==> src/hdl/linear_scatter_line_resampler_top_assert.svh <==
// ----------------------------------------------------------------------------
// Assertion macros for the line resampler
// Concurrent checks on clk, disabled while rst_n is low; empty for synthesis.
// ----------------------------------------------------------------------------
`ifndef LINEAR_SCATTER_LINE_RESAMPLER_TOP_ASSERT_SVH
`define LINEAR_SCATTER_LINE_RESAMPLER_TOP_ASSERT_SVH
`ifndef SYNTHESIS
`define LSR_ASSERT_ALWAYS(lbl, cond) \
  lbl: assert property (@(posedge clk) disable iff (!rst_n) (cond)) \
    else $error("lsr invariant violated");
`define LSR_ASSERT_NEXT(lbl, ante, cons) \
  lbl: assert property (@(posedge clk) disable iff (!rst_n) (ante) |=> (cons)) \
    else $error("lsr sequence violated");
`else
`define LSR_ASSERT_ALWAYS(lbl, cond)
`define LSR_ASSERT_NEXT(lbl, ante, cons)
`endif
`endif

==> src/hdl/lsr_pkg.sv <==
// ----------------------------------------------------------------------------
// lsr_pkg
// Shared constants, register codes and types of the line resampler.
// ----------------------------------------------------------------------------
package lsr_pkg;

  localparam int unsigned MAX_LINE  = 4096;
  localparam int unsigned FRAC_BITS = 16;
  localparam int unsigned CFG_W     = 13;
  localparam int unsigned COLOR_W   = 16;
  localparam int unsigned LEN_W     = $clog2(MAX_LINE);

  typedef logic [0:0] reg_idx_t;
  localparam reg_idx_t REG_SOURCE_LENGTH = 1'b0;
  localparam reg_idx_t REG_TARGET_LENGTH = 1'b1;

  typedef struct packed {
    logic clear;
    logic accum;
    logic shift;
    logic load;
    logic iter;
  } lane_ctl_t;

  typedef enum logic [4:0] {
    ST_IDLE  = 5'b00001,
    ST_RATIO = 5'b00010,
    ST_POS   = 5'b00100,
    ST_LOAD  = 5'b01000,
    ST_DIV   = 5'b10000
  } state_t;

endpackage

==> src/hdl/lsr_lane.sv <==
// ----------------------------------------------------------------------------
// lsr_lane
// One colour channel: weighted sums of both open slots and a serial divider
// that normalises the closing slot.
// ----------------------------------------------------------------------------
module lsr_lane
  import lsr_pkg::*;
#(
  parameter int unsigned FRAC_BITS = lsr_pkg::FRAC_BITS
) (
  input  logic                     clk,
  input  lane_ctl_t                ctl,
  input  logic [COLOR_W-1:0]       color,
  input  logic [FRAC_BITS:0]       w0,
  input  logic [FRAC_BITS:0]       w1,
  input  logic [FRAC_BITS+12:0]    den,
  output logic [COLOR_W-1:0]       quot
);

  localparam int unsigned SUM_W = 28 + FRAC_BITS;
  localparam int unsigned REM_W = FRAC_BITS + 13;

  logic [SUM_W-1:0]   sum0_r, sum0_nxt;
  logic [SUM_W-1:0]   sum1_r, sum1_nxt;
  logic [REM_W-1:0]   rem_r, rem_nxt;
  logic [COLOR_W-1:0] q_r, q_nxt;
  logic [FRAC_BITS+COLOR_W:0] prod0, prod1;
  logic [REM_W:0]     trial;
  logic               ge;

  assign prod0 = w0 * color;
  assign prod1 = w1 * color;
  assign trial = {rem_r, q_r[COLOR_W-1]};
  assign ge    = trial >= {1'b0, den};

  always_comb begin
    sum0_nxt = sum0_r;
    sum1_nxt = sum1_r;
    rem_nxt  = rem_r;
    q_nxt    = q_r;
    if (ctl.clear) begin
      sum0_nxt = '0;
      sum1_nxt = '0;
    end else if (ctl.accum) begin
      sum0_nxt = (ctl.shift ? sum1_r : sum0_r) + SUM_W'(prod0);
      sum1_nxt = (ctl.shift ? '0 : sum1_r) + SUM_W'(prod1);
    end
    // snapshot the slot before it moves on
    if (ctl.load) begin
      rem_nxt = REM_W'(sum0_r[SUM_W-1:COLOR_W]);
      q_nxt   = sum0_r[COLOR_W-1:0];
    end else if (ctl.iter) begin
      rem_nxt = ge ? REM_W'(trial - {1'b0, den}) : trial[REM_W-1:0];
      q_nxt   = {q_r[COLOR_W-2:0], ge};
    end
  end

  always_ff @(posedge clk) begin
    sum0_r <= sum0_nxt;
    sum1_r <= sum1_nxt;
    rem_r  <= rem_nxt;
    q_r    <= q_nxt;
  end

  assign quot = q_r;

endmodule

==> config.mk <==
export PLATFORM = sky130hd
export DESIGN_NAME = lsr_lane
export DESIGN_NICKNAME = d
export VERILOG_FILES = /design/src/hdl/linear_scatter_line_resampler_top_assert.svh /design/src/hdl/lsr_pkg.sv /design/src/hdl/lsr_lane.sv
export SDC_FILE = /design/constraint.sdc
export NUM_CORES = 2
export LEC_CHECK = 0
export BUFFER_PORTS_ARGS = -buffer_cell sky130_fd_sc_hd__clkbuf_2
export CAP_MARGIN = 20
export CORE_MARGIN = 4
export CORE_UTILIZATION = 40
export CTS_CLUSTER_DIAMETER = 200
export DETAILED_ROUTE_END_ITERATION = 10
export GPL_TIMING_DRIVEN = 0
export PLACE_DENSITY = 0.58
export RECOVER_POWER = 100
export SLEW_MARGIN = 15
export SYNTH_ARGS = -nofsm -noshare
export SYNTH_HDL_FRONTEND = slang
export SYNTH_SLANG_ARGS = --single-unit
==> constraint.sdc <==
create_clock -name clk -period 8.3 [get_ports clk]
set_input_delay 0.83 -clock clk [delete_from_list [all_inputs] [get_ports clk]]
set_output_delay 0.83 -clock clk [all_outputs]
set_load 0.05 [all_outputs]
==> out/results.md <==
| Result | Value |
| --- | --- |
| M3 GR Usage | 3.38% |
| Most frequent cell on the critical path | fa_1 |
| Weighted congestion at the end of routability-driven global placement | 0.911 |
| Nature of the critical path startpoint | primary input |
| I/O Buffers | 98 |
| Initial cell density of the core | 40.5% |
| Final Net Count | 4224 |
| IO Count | 101 |
| Global-route wire length before repair | 141000 microns |
| Met1 track demand over resource | 32.1% |
| Final setup violation count | 0 |
| GR Util met2 | 42.2% |
| Overall routed net length | 92000 microns |
| Worst-path cell chain | clkbuf_2, clkbuf_1, buf_2, clkbuf_1, mux2i_1, fa_1, inv_1, fa_1, fa_1, inv_1, fa_1, inv_1, ha_1, a21oi_1, o21ai_0, a211oi_1, nand2_1, o211ai_1, nor4b_1, or4_1, mux2i_1, o311ai_0 |
| Maximum capacitance violations | 1 |
| CP Capture Type | register |
| Cell with the most instances after synthesis | inv_1 |
| Outcome | complete, but fails checks |
| Maximum single-stage delay on the critical path | 0.83 ns |
| Final min period | 7.93 ns |
| Average cell area after synthesis | 8.68 sq um |
| RSZ-0062 raised after global routing | no |
| Maximum achievable frequency | 126 MHz |
| Number of synthesized flops with an enable pin | 44 |
| Maximum count of clock buffers along a single path | 2 |
| Proportion of synthesized chip area in sequential cells | 10.9% |
| Clock sink total | 133 |
| Net count after synthesis | 4106 |
| DRT iter0 DRCs | 1604 |
| Async set or reset register ratio after synthesis | 0% |
| Area taken by flip-flops and latches | 0.00310 sq mm |
| Post-route antenna net violation count | 0 |
| Via count of the first global-routing pass | 23702 |
| Std cell rows | 97 |
| Fin crit share | 95.6% |
| Number of fillers in the final layout | 7217 |
| Largest net degree at the start of global routing | 45 |
| Final total negative setup slack | 0 ns |
| Die extent in x | 275 microns |
| Main flop type after synthesis | dfxtp_1 |
| Data arrival time at the worst-slack endpoint | 8.22 ns |
| Total global routing track utilization | 24.6% |
| Failing checks | max-capacitance violations, max-slew violations |
| Transition time at the pin with the least slew margin | 1.88 ns |
| Cts bufs inserted | 17 |
| Clock transition at path regs | 0.07 ns |
| Area fraction in compound gates after synthesis | 9.46% |
| Grt total ovfl | 0 |
| Total of cells resized after clock tree synthesis | 0 |
| CTS H-tree lvls | 4 |
| Clock tree from TritonCTS | built |
| Synth warn | 0 |
| Std-Cell Core Area | 0.0704 sq mm |
| Leading post-synthesis cells by instance count | inv_1 (700), fa_1 (483), nand2_1 (419) |
| Number of storage elements in the synthesis netlist | 133 |
| Multi-input gate area | 0.0222 sq mm |
| Chip Height | 275 microns |
| Cell chosen for the clock root | clkbuf_16 |
| Post-synthesis instance total | 3288 |
| Layout Area Growth over Synthesis | 7.79% |
| Via Count | 23080 |
| Synth area leaders | fa_1 (34%), ha_1 (11%), inv_1 (9.2%) |
| Cell total after placement | 4326 |
| Fraction of synthesized area in multiplexers | 4.93% |
| Grt peak-use layer | met2 |
| Clock tree skew after final layout | 0.0141 ns |
| Mean routed wirelength per cell | 21.1 microns |
| Worst slew margin relative to its limit | -25.0% |
| Die Footprint | 0.0757 sq mm |
| Synth Area in Adders | 44.9% |
| Initial DRT Pass Iterations | 6 |
| Slowest stage cell on the critical path | clkbuf_1 |
| Number of hold violations in the final report | 0 |
| Crit Path Max Fanout | 10 |
| Class of the most critical setup path | primary input to register |
| Post-Synth XOR/XNOR Area | 1.84% |
| Max-slew violation count | 33 |
| Mapped Area | 0.0285 sq mm |
| Placed wire-length estimate | 77400 microns |
| Required time at the worst-slack endpoint | 8.59 ns |
| Main combinational cell family by area after synthesis | adder cells |
| Via density per instance | 5.29 |
| Hold Buf Count CTS | 0 |
| Residual DRC | 0 |
| Leading area contributor after synthesis | fa_1 |
| Number of unique standard cell types used by synthesis | 84 |
| Clock latency reported for the late side of the worst-skew pair | 0.45 ns |
| Post-Synth Simple-Gate Area | 16.8% |
| Post-route insts no fill | 4363 |
| Share of post-route cells with drive strength above 1 | 5.26% |
| Path type of the worst min-delay path | register to register |
| Fraction of synthesized cell area taken by the top area cell type | 33.9% |
| Post-CTS Repair Setup Buffers | 0 |
| Number of antenna violations at the first check in global routing | 5 |
cells in the final DEF (no fill, tap or decap), drive strengths merged, types with 68 or more instances in the layout:
| master | netlist | routed |
|---|---|---|
| a21oi | 113 | 113 |
| inv | 700 | 700 |
| nand2 | 419 | 419 |
| dfxtp | 89 | 89 |
| mux2 | 68 | 68 |
| fa | 483 | 483 |
| ha | 250 | 250 |
| and2 | 260 | 260 |
| nor2 | 114 | 114 |
| clkbuf | 127 | 259 |
layout make-up:
class / count / area share, %
Multi-Input combinational cell: 2306 / 72.2
Sequential cell: 133 / 10.1
Inverter: 701 / 8.56
Tap cell: 940 / 3.82
Buffer: 148 / 1.82
Clock buffer: 24 / 1.64
Timing Repair Buffer: 99 / 1.53
Clock inverter: 8 / 0.313
Antenna cell: 4 / 0.0325
critical path, delay by kind of cell:
family / cells / cell delay (ns)
buffers and inverters: 7 / 1.88
adder cells (fa/ha/maj): 5 / 2.54
AO/OA/AOI/OAI: 5 / 1.20
multiplexers: 2 / 0.55
AND/OR/NAND/NOR: 3 / 1.21
per-stage QoR:
step / area [sq um] / hold WS (ns) / util, % / worst slack, ns
final: 30800 / 0.499 / 43.7 / 0.369
after global routing: 30700 / 0.526 / 43.7 / 0.0434
after CTS: 30800 / 0.497 / 43.8 / 0.479
after detailed placement: 30200 / 0.488 / 42.9 / 0.0796
after global placement: 30200 / 0.480 / 42.9 / 0.0332
after floorplan: 28500 / 0.446 / - / 1.38
registers in the layout, summed over array words and instances (netlist names):
name	cells
rem_r	29
sum0_r	44
quot	16
sum1_r	44
cells by family (layout without fill, tap and decap cells):
| group | Yosys count | after routing |
|---|---|---|
| buffers and inverters | 849 | 980 |
| muxes | 132 | 132 |
| xor gates and xnor gates | 60 | 60 |
| other | 0 | 4 |
| adders and majority gates | 733 | 733 |
| and+or+nand+nor | 985 | 985 |
| AOI/OAI and AO/OA | 396 | 396 |
| DFF | 133 | 133 |
routing by layer:
metal / vias to the layer above / part of all wire (%) / wire length [microns]
li1: 10545 / - / -
met1: 11674 / 42 / 38200
met2: 699 / 49 / 44900
met3: 160 / 6.1 / 5570
met4: 2 / 3.5 / 3250
met5: - / 0.0076 / 7
path summary, 6_finish.rpt:
path                            startpoint    endpoint  slack, ns  depth (start not counted)
worst min register to register  sum0_r[30]  sum0_r[30]       0.50                          2
worst min-delay path            sum0_r[30]  sum0_r[30]       0.50                          2
worst max register to register  sum1_r[15]  sum0_r[40]       2.07                         18
worst max-delay path                ctl[2]  sum0_r[40]       0.37                         22
Power is not shown: default switching activity piles up to over one toggle a cycle in this logic, so the estimate is an artifact.
