[src/hdl/linear_scatter_line_resampler_top_assert.svh]
// ----------------------------------------------------------------------------
// Assertion macros for the line resampler
// Concurrent checks on clk, disabled while rst_n is low; empty for synthesis.
// ----------------------------------------------------------------------------
`ifndef LINEAR_SCATTER_LINE_RESAMPLER_TOP_ASSERT_SVH
`define LINEAR_SCATTER_LINE_RESAMPLER_TOP_ASSERT_SVH
`ifndef SYNTHESIS
`define LSR_ASSERT_ALWAYS(lbl, cond) \
  lbl: assert property (@(posedge clk) disable iff (!rst_n) (cond)) \
    else $error("lsr invariant violated");
`define LSR_ASSERT_NEXT(lbl, ante, cons) \
  lbl: assert property (@(posedge clk) disable iff (!rst_n) (ante) |=> (cons)) \
    else $error("lsr sequence violated");
`else
`define LSR_ASSERT_ALWAYS(lbl, cond)
`define LSR_ASSERT_NEXT(lbl, ante, cons)
`endif
`endif

[src/hdl/lsr_pkg.sv]
// ----------------------------------------------------------------------------
// lsr_pkg
// Shared constants, register codes and types of the line resampler.
// ----------------------------------------------------------------------------
package lsr_pkg;

  localparam int unsigned MAX_LINE  = 4096;
  localparam int unsigned FRAC_BITS = 16;
  localparam int unsigned CFG_W     = 13;
  localparam int unsigned COLOR_W   = 16;
  localparam int unsigned LEN_W     = $clog2(MAX_LINE);

  typedef logic [0:0] reg_idx_t;
  localparam reg_idx_t REG_SOURCE_LENGTH = 1'b0;
  localparam reg_idx_t REG_TARGET_LENGTH = 1'b1;

  typedef struct packed {
    logic clear;
    logic accum;
    logic shift;
    logic load;
    logic iter;
  } lane_ctl_t;

  typedef enum logic [4:0] {
    ST_IDLE  = 5'b00001,
    ST_RATIO = 5'b00010,
    ST_POS   = 5'b00100,
    ST_LOAD  = 5'b01000,
    ST_DIV   = 5'b10000
  } state_t;

endpackage

[src/hdl/lsr_rdiv.sv]
// ----------------------------------------------------------------------------
// lsr_rdiv
// Restoring divider, one quotient bit a cycle, for the per-line step ratio.
// ----------------------------------------------------------------------------
module lsr_rdiv
  import lsr_pkg::*;
#(
  parameter int unsigned FRAC_BITS = lsr_pkg::FRAC_BITS
) (
  input  logic                       clk,
  input  logic                       rst_n,
  input  logic                       start,
  input  logic [LEN_W+FRAC_BITS-1:0] span,
  input  logic [LEN_W-1:0]           divisor,
  output logic                       done,
  output logic [LEN_W+FRAC_BITS-1:0] quot,
  output logic [LEN_W-1:0]           rem
);

  localparam int unsigned NUM_W = LEN_W + FRAC_BITS;
  localparam int unsigned CNT_W = $clog2(NUM_W + 1);

  logic             busy_r, busy_nxt;
  logic             done_r, done_nxt;
  logic [CNT_W-1:0] cnt_r, cnt_nxt;
  logic [NUM_W-1:0] q_r, q_nxt;
  logic [LEN_W-1:0] rem_r, rem_nxt;
  logic [LEN_W-1:0] dv_r, dv_nxt;
  logic [LEN_W:0]   trial;
  logic             ge;

  assign trial = {rem_r, q_r[NUM_W-1]};
  assign ge    = trial >= {1'b0, dv_r};

  always_comb begin
    busy_nxt = busy_r;
    done_nxt = 1'b0;
    cnt_nxt  = cnt_r;
    q_nxt    = q_r;
    rem_nxt  = rem_r;
    dv_nxt   = dv_r;
    if (start) begin
      busy_nxt = 1'b1;
      cnt_nxt  = '0;
      q_nxt    = span;
      rem_nxt  = '0;
      dv_nxt   = divisor;
    end else if (busy_r) begin
      rem_nxt = ge ? LEN_W'(trial - {1'b0, dv_r}) : trial[LEN_W-1:0];
      q_nxt   = {q_r[NUM_W-2:0], ge};
      cnt_nxt = cnt_r + CNT_W'(1);
      if (cnt_r == CNT_W'(NUM_W - 1)) begin
        busy_nxt = 1'b0;
        done_nxt = 1'b1;
      end
    end
  end

  always_ff @(posedge clk) begin
    if (!rst_n) begin
      busy_r <= 1'b0;
      done_r <= 1'b0;
      cnt_r  <= '0;
    end else begin
      busy_r <= busy_nxt;
      done_r <= done_nxt;
      cnt_r  <= cnt_nxt;
    end
    q_r   <= q_nxt;
    rem_r <= rem_nxt;
    dv_r  <= dv_nxt;
  end

  assign done = done_r;
  assign quot = q_r;
  assign rem  = rem_r;

endmodule

[config.mk]
export PLATFORM = sky130hd
export DESIGN_NAME = lsr_rdiv
export DESIGN_NICKNAME = d
export VERILOG_FILES = /design/src/hdl/linear_scatter_line_resampler_top_assert.svh /design/src/hdl/lsr_pkg.sv /design/src/hdl/lsr_rdiv.sv
export SDC_FILE = /design/constraint.sdc
export NUM_CORES = 1
export LEC_CHECK = 0
export BUFFER_PORTS_ARGS = -buffer_cell sky130_fd_sc_hd__buf_2
export CORE_ASPECT_RATIO = 0.8
export CORE_MARGIN = 4
export CORE_UTILIZATION = 55
export CTS_CLUSTER_SIZE = 28
export DETAILED_ROUTE_END_ITERATION = 8
export PLACE_DENSITY = 0.93
export SLEW_MARGIN = 20
export SYNTH_ARGS = -nofsm -noshare
export SYNTH_HDL_FRONTEND = slang
export SYNTH_SLANG_ARGS = --single-unit
[constraint.sdc]
create_clock -name clk -period 4 [get_ports clk]
set_clock_uncertainty 0.05 [all_clocks]
set_input_delay 0.8 -clock clk [delete_from_list [all_inputs] [get_ports clk]]
set_output_delay 0.8 -clock clk [all_outputs]
set_load 0.02 [all_outputs]
==> PnR_summary.wiki, run 1 <==
{| class="wikitable"
! Metric !! Value
|-
| Flip-flop cell with the highest count after synthesis || sky130_fd_sc_hd__edfxtp_1
|-
| Buffers inserted during post-CTS setup optimization || 0
|-
| Synth Warn # || 0
|-
| Launching element type of the critical path || register
|-
| Power after layout || 1.62 mW
|-
| Kind of path behind the tightest hold check || register to register
|-
| H-tree Lvls || 3
|-
| Vias per Instance || 5.63
|-
| Endpoints failing setup || 0
|-
| Simple-gate portion of the synthesized area || 9.81%
|-
| Number of unique standard cell types used by synthesis || 45
|-
| Most instantiated cells after synthesis || sky130_fd_sc_hd__edfxtp_1, sky130_fd_sc_hd__mux2_2, sky130_fd_sc_hd__nor2_1
|-
| Setup repair after global routing missed its margin || false
|-
| Start point of the worst min-delay path || rem[3]
|-
| Maximum achievable frequency || 390 MHz
|-
| Arrival time of the worst setup path || 2770 ps
|-
| Total wire length || 6720 um
|-
| LEAKAGE || 1.58 nW
|-
| Ports || 84
|-
| Gate Count Post-Synth || 251
|-
| Adder-cell share of the synthesized area || 6.20%
|-
| Routed wire length per instance || 16.5 um
|-
| Mapped Nets || 308
|-
| Via count || 2,292
|-
| Dpl hpwl || 4800 um
|-
| CTS resizes || 0
|-
| Endpoint class of the critical path || register
|-
| Power Dens Cells || 448 nW/um^2
|-
| Final Hold Violating Endpoints || 0
|-
| Setup slack after layout || 1430 ps
|-
| Clock tree from TritonCTS || built
|-
| Transition time at the pin with the least slew margin || 627 ps
|-
| Initial antenna violation count || 0
|-
| Skew-Pair Late Insertion Delay || 350 ps
|-
| Cell count after placement || 391
|-
| Setup TNS || 0 ps
|-
| Combinational family with the most area after synthesis || compound AO/OA/AOI/OAI gates
|-
| Number of buffers created by CTS || 9
|-
| Die H || 73.5 um
|-
| Count of max-cap constraint violations || 0
|-
| Mux cell area share after synthesis || 11.8%
|-
| Number of buffer cells added on primary ports || 83
|-
| Critical path class || register to register
|-
| Share of cells above drive strength 1 || 39.4%
|-
| Number of design rule violations left after detail routing || 0
|-
| Diodes inserted || 0
|-
| Mean Syn Cell Area || 11.7 sq um
|-
| Maximum net fanout on the critical path || 4
|-
| Max-slew violation total from the final report || 0
|-
| Number of detailed-routing iterations run before antenna repair || 4
|-
| First-pass GRT wire length || 11,300 um
|-
| Area fraction in compound gates after synthesis || 12.4%
|-
| Final Cycle Share || 64.2%
|-
| Hold buffers post-CTS || 0
|-
| Clock-pin transition on the worst setup and hold timing paths || 70 ps
|-
| Post-synthesis instance area || 2950 sq um
|-
| Post-detailed-route count of antenna-violating nets || 0
|-
| Die outline width || 89.8 um
|-
| Final cell utilization of the core || 71.1%
|-
| Core Area || 5090 sq um
|-
| Congestion Overflow GR || 0
|-
| Post-synthesis async set-or-reset flop share || 0%
|-
| Status || finished, final reports clean
|-
| Start of the worst register-to-register path || quot[27]
|-
| Largest net degree at the start of global routing || 51
|-
| Main area contributors after synthesis || sky130_fd_sc_hd__edfxtp_1, sky130_fd_sc_hd__dfxtp_1, sky130_fd_sc_hd__mux2_2, sky130_fd_sc_hd__ha_1, sky130_fd_sc_hd__nor2_1
|-
| Slew margin rel. || 58.2%
|-
| Library cell used as clock root buffer || sky130_fd_sc_hd__clkbuf_8
|-
| Clk buf depth || 2
|-
| Req. time, crit path || 4210 ps
|-
| Post-Place Worst Slack || 1480 ps
|-
| Most instantiated library cell after synthesis || sky130_fd_sc_hd__edfxtp_1
|-
| Post-synthesis cell type with the largest combined area || sky130_fd_sc_hd__edfxtp_1
|-
| EDFF count, synth || 40
|-
| Total of flip-flops plus latches after synthesis || 59
|-
| Sequential element share of the synthesized area || 53.7%
|-
| Fraction of synthesized cell area in xor and xnor cells || 2.97%
|-
| # rows || 23
|-
| Routability-driven placement congestion ratio || 0.842
|-
| Floorplan die area || 6600 sq um
|-
| Final standard cell count with taps included and fillers excluded || 407
|-
| Worst setup path start || quot[27]
|-
| Worst supply voltage drop on vdd || 365 uV
|-
| Initial Util || 57.8%
|-
| Number of global-route vias before repair || 2,352
|-
| P&R area growth vs syn || 22.9%
|-
| Final Net Count || 397
|-
| Total clock sinks || 59
|-
| Detailed Route Iter0 Violations || 146
|-
| Final Critical Period || 2570 ps
|-
| Global router's overall resource usage || 22.4%
|-
| Area share of the largest cell type after synthesis || 40.8%
|}
-- cell type report --
type                       count  area [sq um]
timing repair buffer          86           438
sequential                    59          1580
fill                         373          1470
inverter                      15          56.3
tap                           62          77.6
multi-input combinational    169          1270
clock buffer                  10           128
clock inverter                 6          66.3
-- critical path, cell delays in order (launching register included) --
cell and delay, ps:
sky130_fd_sc_hd__edfxtp_1 340, sky130_fd_sc_hd__inv_1 70, sky130_fd_sc_hd__ha_1 240, sky130_fd_sc_hd__fa_1 420, sky130_fd_sc_hd__nor2b_1 190, sky130_fd_sc_hd__o21bai_1 80
sky130_fd_sc_hd__a21boi_0 440, sky130_fd_sc_hd__o221ai_1 250, sky130_fd_sc_hd__xor2_1 190, sky130_fd_sc_hd__o21ai_0 200
-- per-layer routing --
metal | vias to the layer above | wire length, um | track usage, %
li1 | 1118 | - | -
met1 | 1070 | 2720 | 25.1
met2 | 93 | 3210 | 36.9
met3 | 11 | 708 | 11.7
met4 | 0 | 83 | 8.50
met5 | - | 0 | 0
-- registers in the layout, summed over array words and instances (netlist names) --
register,cells
rem,12
done,1
dv_r,12
busy_r,1
cnt_r,5
quot,28
-- final timing paths --
| path | endpoint | slack [ps] | cells past startpoint |
|---|---|---|---|
| worst max-delay path | rem[10] | 1430 | 9 |
| worst min-delay path | rem[4] | 460 | 2 |
| worst max register to register | rem[10] | 1430 | 9 |
| worst min register to register | rem[4] | 460 | 2 |
-- power by group --
group | leakage [nW] | internal (mW) | switching [mW] | total (mW)
sequential | 0.555 | 0.714 | 0.0312 | 0.745
clock | 0.0885 | 0.287 | 0.245 | 0.532
combinational | 0.937 | 0.143 | 0.204 | 0.347
total | 1.58 | 1.14 | 0.480 | 1.62
-- cells in the final DEF (no fill, tap or decap), types with 5 or more instances in the layout --
master and count:
sky130_fd_sc_hd__buf_2 83, sky130_fd_sc_hd__edfxtp_1 40, sky130_fd_sc_hd__mux2_2 29, sky130_fd_sc_hd__nor2_1 21
sky130_fd_sc_hd__dfxtp_1 19, sky130_fd_sc_hd__nand2_1 17, sky130_fd_sc_hd__inv_1 13, sky130_fd_sc_hd__ha_1 13
sky130_fd_sc_hd__a21oi_1 11, sky130_fd_sc_hd__clkbuf_8 9, sky130_fd_sc_hd__o21ai_0 7, sky130_fd_sc_hd__a211oi_1 7
sky130_fd_sc_hd__xor2_1 6, sky130_fd_sc_hd__a21o_1 5, sky130_fd_sc_hd__nand3_1 5
-- stage by stage --
step	area, sq um	hold slack, ps
6_report	3620	464
5_1_grt	3620	504
4_1_cts	3620	465
3_5_place_dp	3430	458
3_3_place_gp	3430	444
2_1_floorplan	2950	429
-- kinds of logic (layout without fill, tap and decap cells) --
group	count (synthesis)	after routing
xor+xnor	10	10
flops	59	59
mux	31	31
fa+ha+maj	14	14
simple gates	62	62
compound gates	52	52
buf+inv	23	117
Power figures use the tool's default switching activity.
==> inputs of run 2 (changes only) <==
--- a/config.mk
+++ b/config.mk
@@ -8,10 +8,10 @@
 export BUFFER_PORTS_ARGS = -buffer_cell sky130_fd_sc_hd__buf_2
 export CORE_ASPECT_RATIO = 0.8
 export CORE_MARGIN = 4
-export CORE_UTILIZATION = 55
+export CORE_UTILIZATION = 52
 export CTS_CLUSTER_SIZE = 28
 export DETAILED_ROUTE_END_ITERATION = 8
-export PLACE_DENSITY = 0.93
+export PLACE_DENSITY = 0.89
 export SLEW_MARGIN = 20
 export SYNTH_ARGS = -nofsm -noshare
 export SYNTH_HDL_FRONTEND = slang
==> constraint.sdc (replaced) <==
create_clock -name clk -period 2.65 [get_ports clk]
set_clock_uncertainty 0.05 [all_clocks]
set_input_delay 0.53 -clock clk [delete_from_list [all_inputs] [get_ports clk]]
set_output_delay 0.53 -clock clk [all_outputs]
set_load 0.02 [all_outputs]
==> run 2 against run 1 <==
Register-to-register slack got worse by 1200 ps. First-iteration DRC count increased by 0.68%. Total power increased by 46%. Sequential share of layout area shrank 0.18 points. Cell count increased by 4.4%.
==> PnR_summary.wiki, run 2 (synthesis results as in run 1) <==
{| class="wikitable"
! Metric !! Value
|-
| Final Cycle Share || 92.0% (+28 points)
|-
| Number of design rule violations left after detail routing || 0 (unchanged)
|-
| Critical path class || register to register
|-
| Final Hold Violating Endpoints || 0 (unchanged)
|-
| CTS resizes || 0 (unchanged)
|-
| Transition time at the pin with the least slew margin || 464 ps (-164 ps)
|-
| Number of flip-flops under the largest register name || 28 (unchanged)
|-
| Routed wire length per instance || 15.5 um (-6.2%)
|-
| Post-Place Worst Slack || 263 ps (-1220 ps)
|-
| Skew-Pair Late Insertion Delay || 330 ps (-20 ps)
|-
| Count of max-cap constraint violations || 0 (unchanged)
|-
| Final Net Count || 399 (+0.50%)
|-
| Setup TNS || 0 ps (unchanged)
|-
| Slew margin rel. || 68.8% (+11 points)
|-
| Hold buffers post-CTS || 0 (unchanged)
|-
| Number of global-route vias before repair || 2,243 (-4.6%)
|-
| Detailed Route Iter0 Violations || 147 (+0.68%)
|-
| Initial antenna violation count || 0 (unchanged)
|-
| Req. time, crit path || 2850 ps (-1360 ps)
|-
| Floorplan die area || 6940 sq um (+5.2%)
|-
| Most common cell after layout, fill and taps aside || sky130_fd_sc_hd__buf_2
|-
| Maximum net fanout on the critical path || 10 (+6)
|-
| Arrival time of the worst setup path || 2640 ps (-130 ps)
|-
| Post-detailed-route count of antenna-violating nets || 0 (unchanged)
|-
| Final standard cell count with taps included and fillers excluded || 425 (+4.4%)
|-
| LEAKAGE || 1.59 nW (+0.87%)
|-
| Slack of the worst reg-to-reg path || 210 ps (-1220 ps)
|-
| Final Critical Period || 2440 ps (-128 ps)
|-
| Area of all sequential standard cells || 1580 sq um (unchanged)
|-
| Total of fill cells in the finished design || 454 (+22%)
|-
| Cell count after placement || 409 (+4.6%)
|-
| Share of cells above drive strength 1 || 39.5% (+0.061 points)
|-
| Most frequent cells in the layout || sky130_fd_sc_hd__buf_2, sky130_fd_sc_hd__edfxtp_1, sky130_fd_sc_hd__mux2_2
|-
| Endpoint class of the critical path || register
|-
| Number of detailed-routing iterations run before antenna repair || 7 (+3)
|-
| Power after layout || 2.37 mW (+46%)
|-
| Vias per Instance || 5.40 (-4.0%)
|-
| Core Area || 5470 sq um (+7.3%)
|-
| Status || finished, final reports clean
|-
| Routability-driven placement congestion ratio || 0.833 (-1.1%)
|-
| Setup slack after layout || 211 ps (-1220 ps)
|-
| Area occupied by multi-input gates || 1270 sq um (unchanged)
|-
| Global router's overall resource usage || 20.2% (-2.2 points)
|-
| Total wire length || 6580 um (-2.1%)
|-
| Library cell used as clock root buffer || sky130_fd_sc_hd__clkbuf_8
|-
| Clock tree from TritonCTS || built
|-
| Via count || 2,297 (+0.22%)
|-
| Dpl hpwl || 4750 um (-0.94%)
|-
| Launching element type of the critical path || register
|-
| Number of buffers created by CTS || 9 (unchanged)
|-
| Initial Util || 53.9% (-3.9 points)
|-
| # rows || 24 (+4.3%)
|-
| Max-slew violation total from the final report || 0 (unchanged)
|-
| Diodes inserted || 0 (unchanged)
|-
| H-tree Lvls || 3 (unchanged)
|-
| Die H || 75.3 um (+2.5%)
|-
| Largest net degree at the start of global routing || 33 (-35%)
|-
| Setup repair after global routing missed its margin || false
|-
| Maximum achievable frequency || 410 MHz (+5.3%)
|-
| First-pass GRT wire length || 10,700 um (-5.1%)
|-
| P&R area growth vs syn || 23.4%
|-
| Buffers inserted during post-CTS setup optimization || 0 (unchanged)
|-
| Number of buffer cells added on primary ports || 83 (unchanged)
|-
| Die outline width || 92.1 um (+2.6%)
|-
| Power Dens Cells || 651 nW/um^2 (+45%)
|-
| Worst supply voltage drop on vdd || 376 uV (+2.9%)
|-
| Clock-pin transition on the worst setup and hold timing paths || 60 ps (about the same)
|-
| Kind of path behind the tightest hold check || primary input to register
|-
| Clk buf depth || 2 (unchanged)
|-
| Congestion Overflow GR || 0 (unchanged)
|-
| Total clock sinks || 59 (unchanged)
|-
| Ports || 84 (unchanged)
|-
| Endpoints failing setup || 0 (unchanged)
|}
## run 2: cell types whose count changed in the layout (fill, tap and decap cells not counted)
cell / before / now
sky130_fd_sc_hd__clkinv_2: 1 / 3
sky130_fd_sc_hd__clkbuf_8: 9 / 11
sky130_fd_sc_hd__clkbuf_1: 1 / 2
sky130_fd_sc_hd__clkinvlp_4: 3 / 0
sky130_fd_sc_hd__bufinv_16: 1 / 0
sky130_fd_sc_hd__clkinv_4: 1 / 0
sky130_fd_sc_hd__buf_4: 3 / 5
## run 2: path summary, 6_finish.rpt
| kind | startpoint | end | depth (start not counted) |
|---|---|---|---|
| worst max-delay path | dv_r[6] | rem[1] | 8 |
| worst max register to register | dv_r[6] | rem[1] | 8 |
| worst min-delay path | divisor[7] | dv_r[7] | 1 |
| worst min register to register | rem[6] | rem[6] | 2 |
## run 2: area by class of cell
type	count	share of cell area [%]
inverters	15	1.55
clock buffers	13	4.37
well taps	78	2.68
clock inverters	3	0.413
flip-flops and latches	59	43.5
multi-input cells	169	35.0
repair buffers	88	12.5
## run 2: critical path, stage by stage, from the launching register on
cell and delay [ps]:
sky130_fd_sc_hd__edfxtp_1 320, sky130_fd_sc_hd__inv_1 40, sky130_fd_sc_hd__ha_1 380, sky130_fd_sc_hd__nand4_1 190
sky130_fd_sc_hd__a211oi_1 240, sky130_fd_sc_hd__o31ai_1 170, sky130_fd_sc_hd__a21oi_2 420, sky130_fd_sc_hd__mux2_2 400
sky130_fd_sc_hd__o31ai_2 160
## run 2: power by group
part           internal, mW  switching, mW
combinational         0.219          0.311
clock                 0.386          0.328
sequential             1.08         0.0440
total                  1.68          0.683
## run 2: stage by stage
step / hold slack (ps) / cell area, sq um / util [%]
floorplan: 429 / 2950 / -
global placement: 446 / 3460 / 63.3
detailed placement: 462 / 3460 / 63.3
CTS: 310 / 3640 / 66.5
global route: 305 / 3640 / 66.5
finish: 321 / 3640 / 66.5
## run 2: metal layers
| layer | wire length, um | up-vias | global-route usage [%] |
|---|---|---|---|
| met1 | 2840 | 1099 | 25.3 |
| met4 | 99 | 0 | 8.07 |
| met2 | 3210 | 70 | 34.1 |
| li1 | - | 1118 | - |
| met5 | 0 | - | 0 |
| met3 | 429 | 10 | 5.53 |
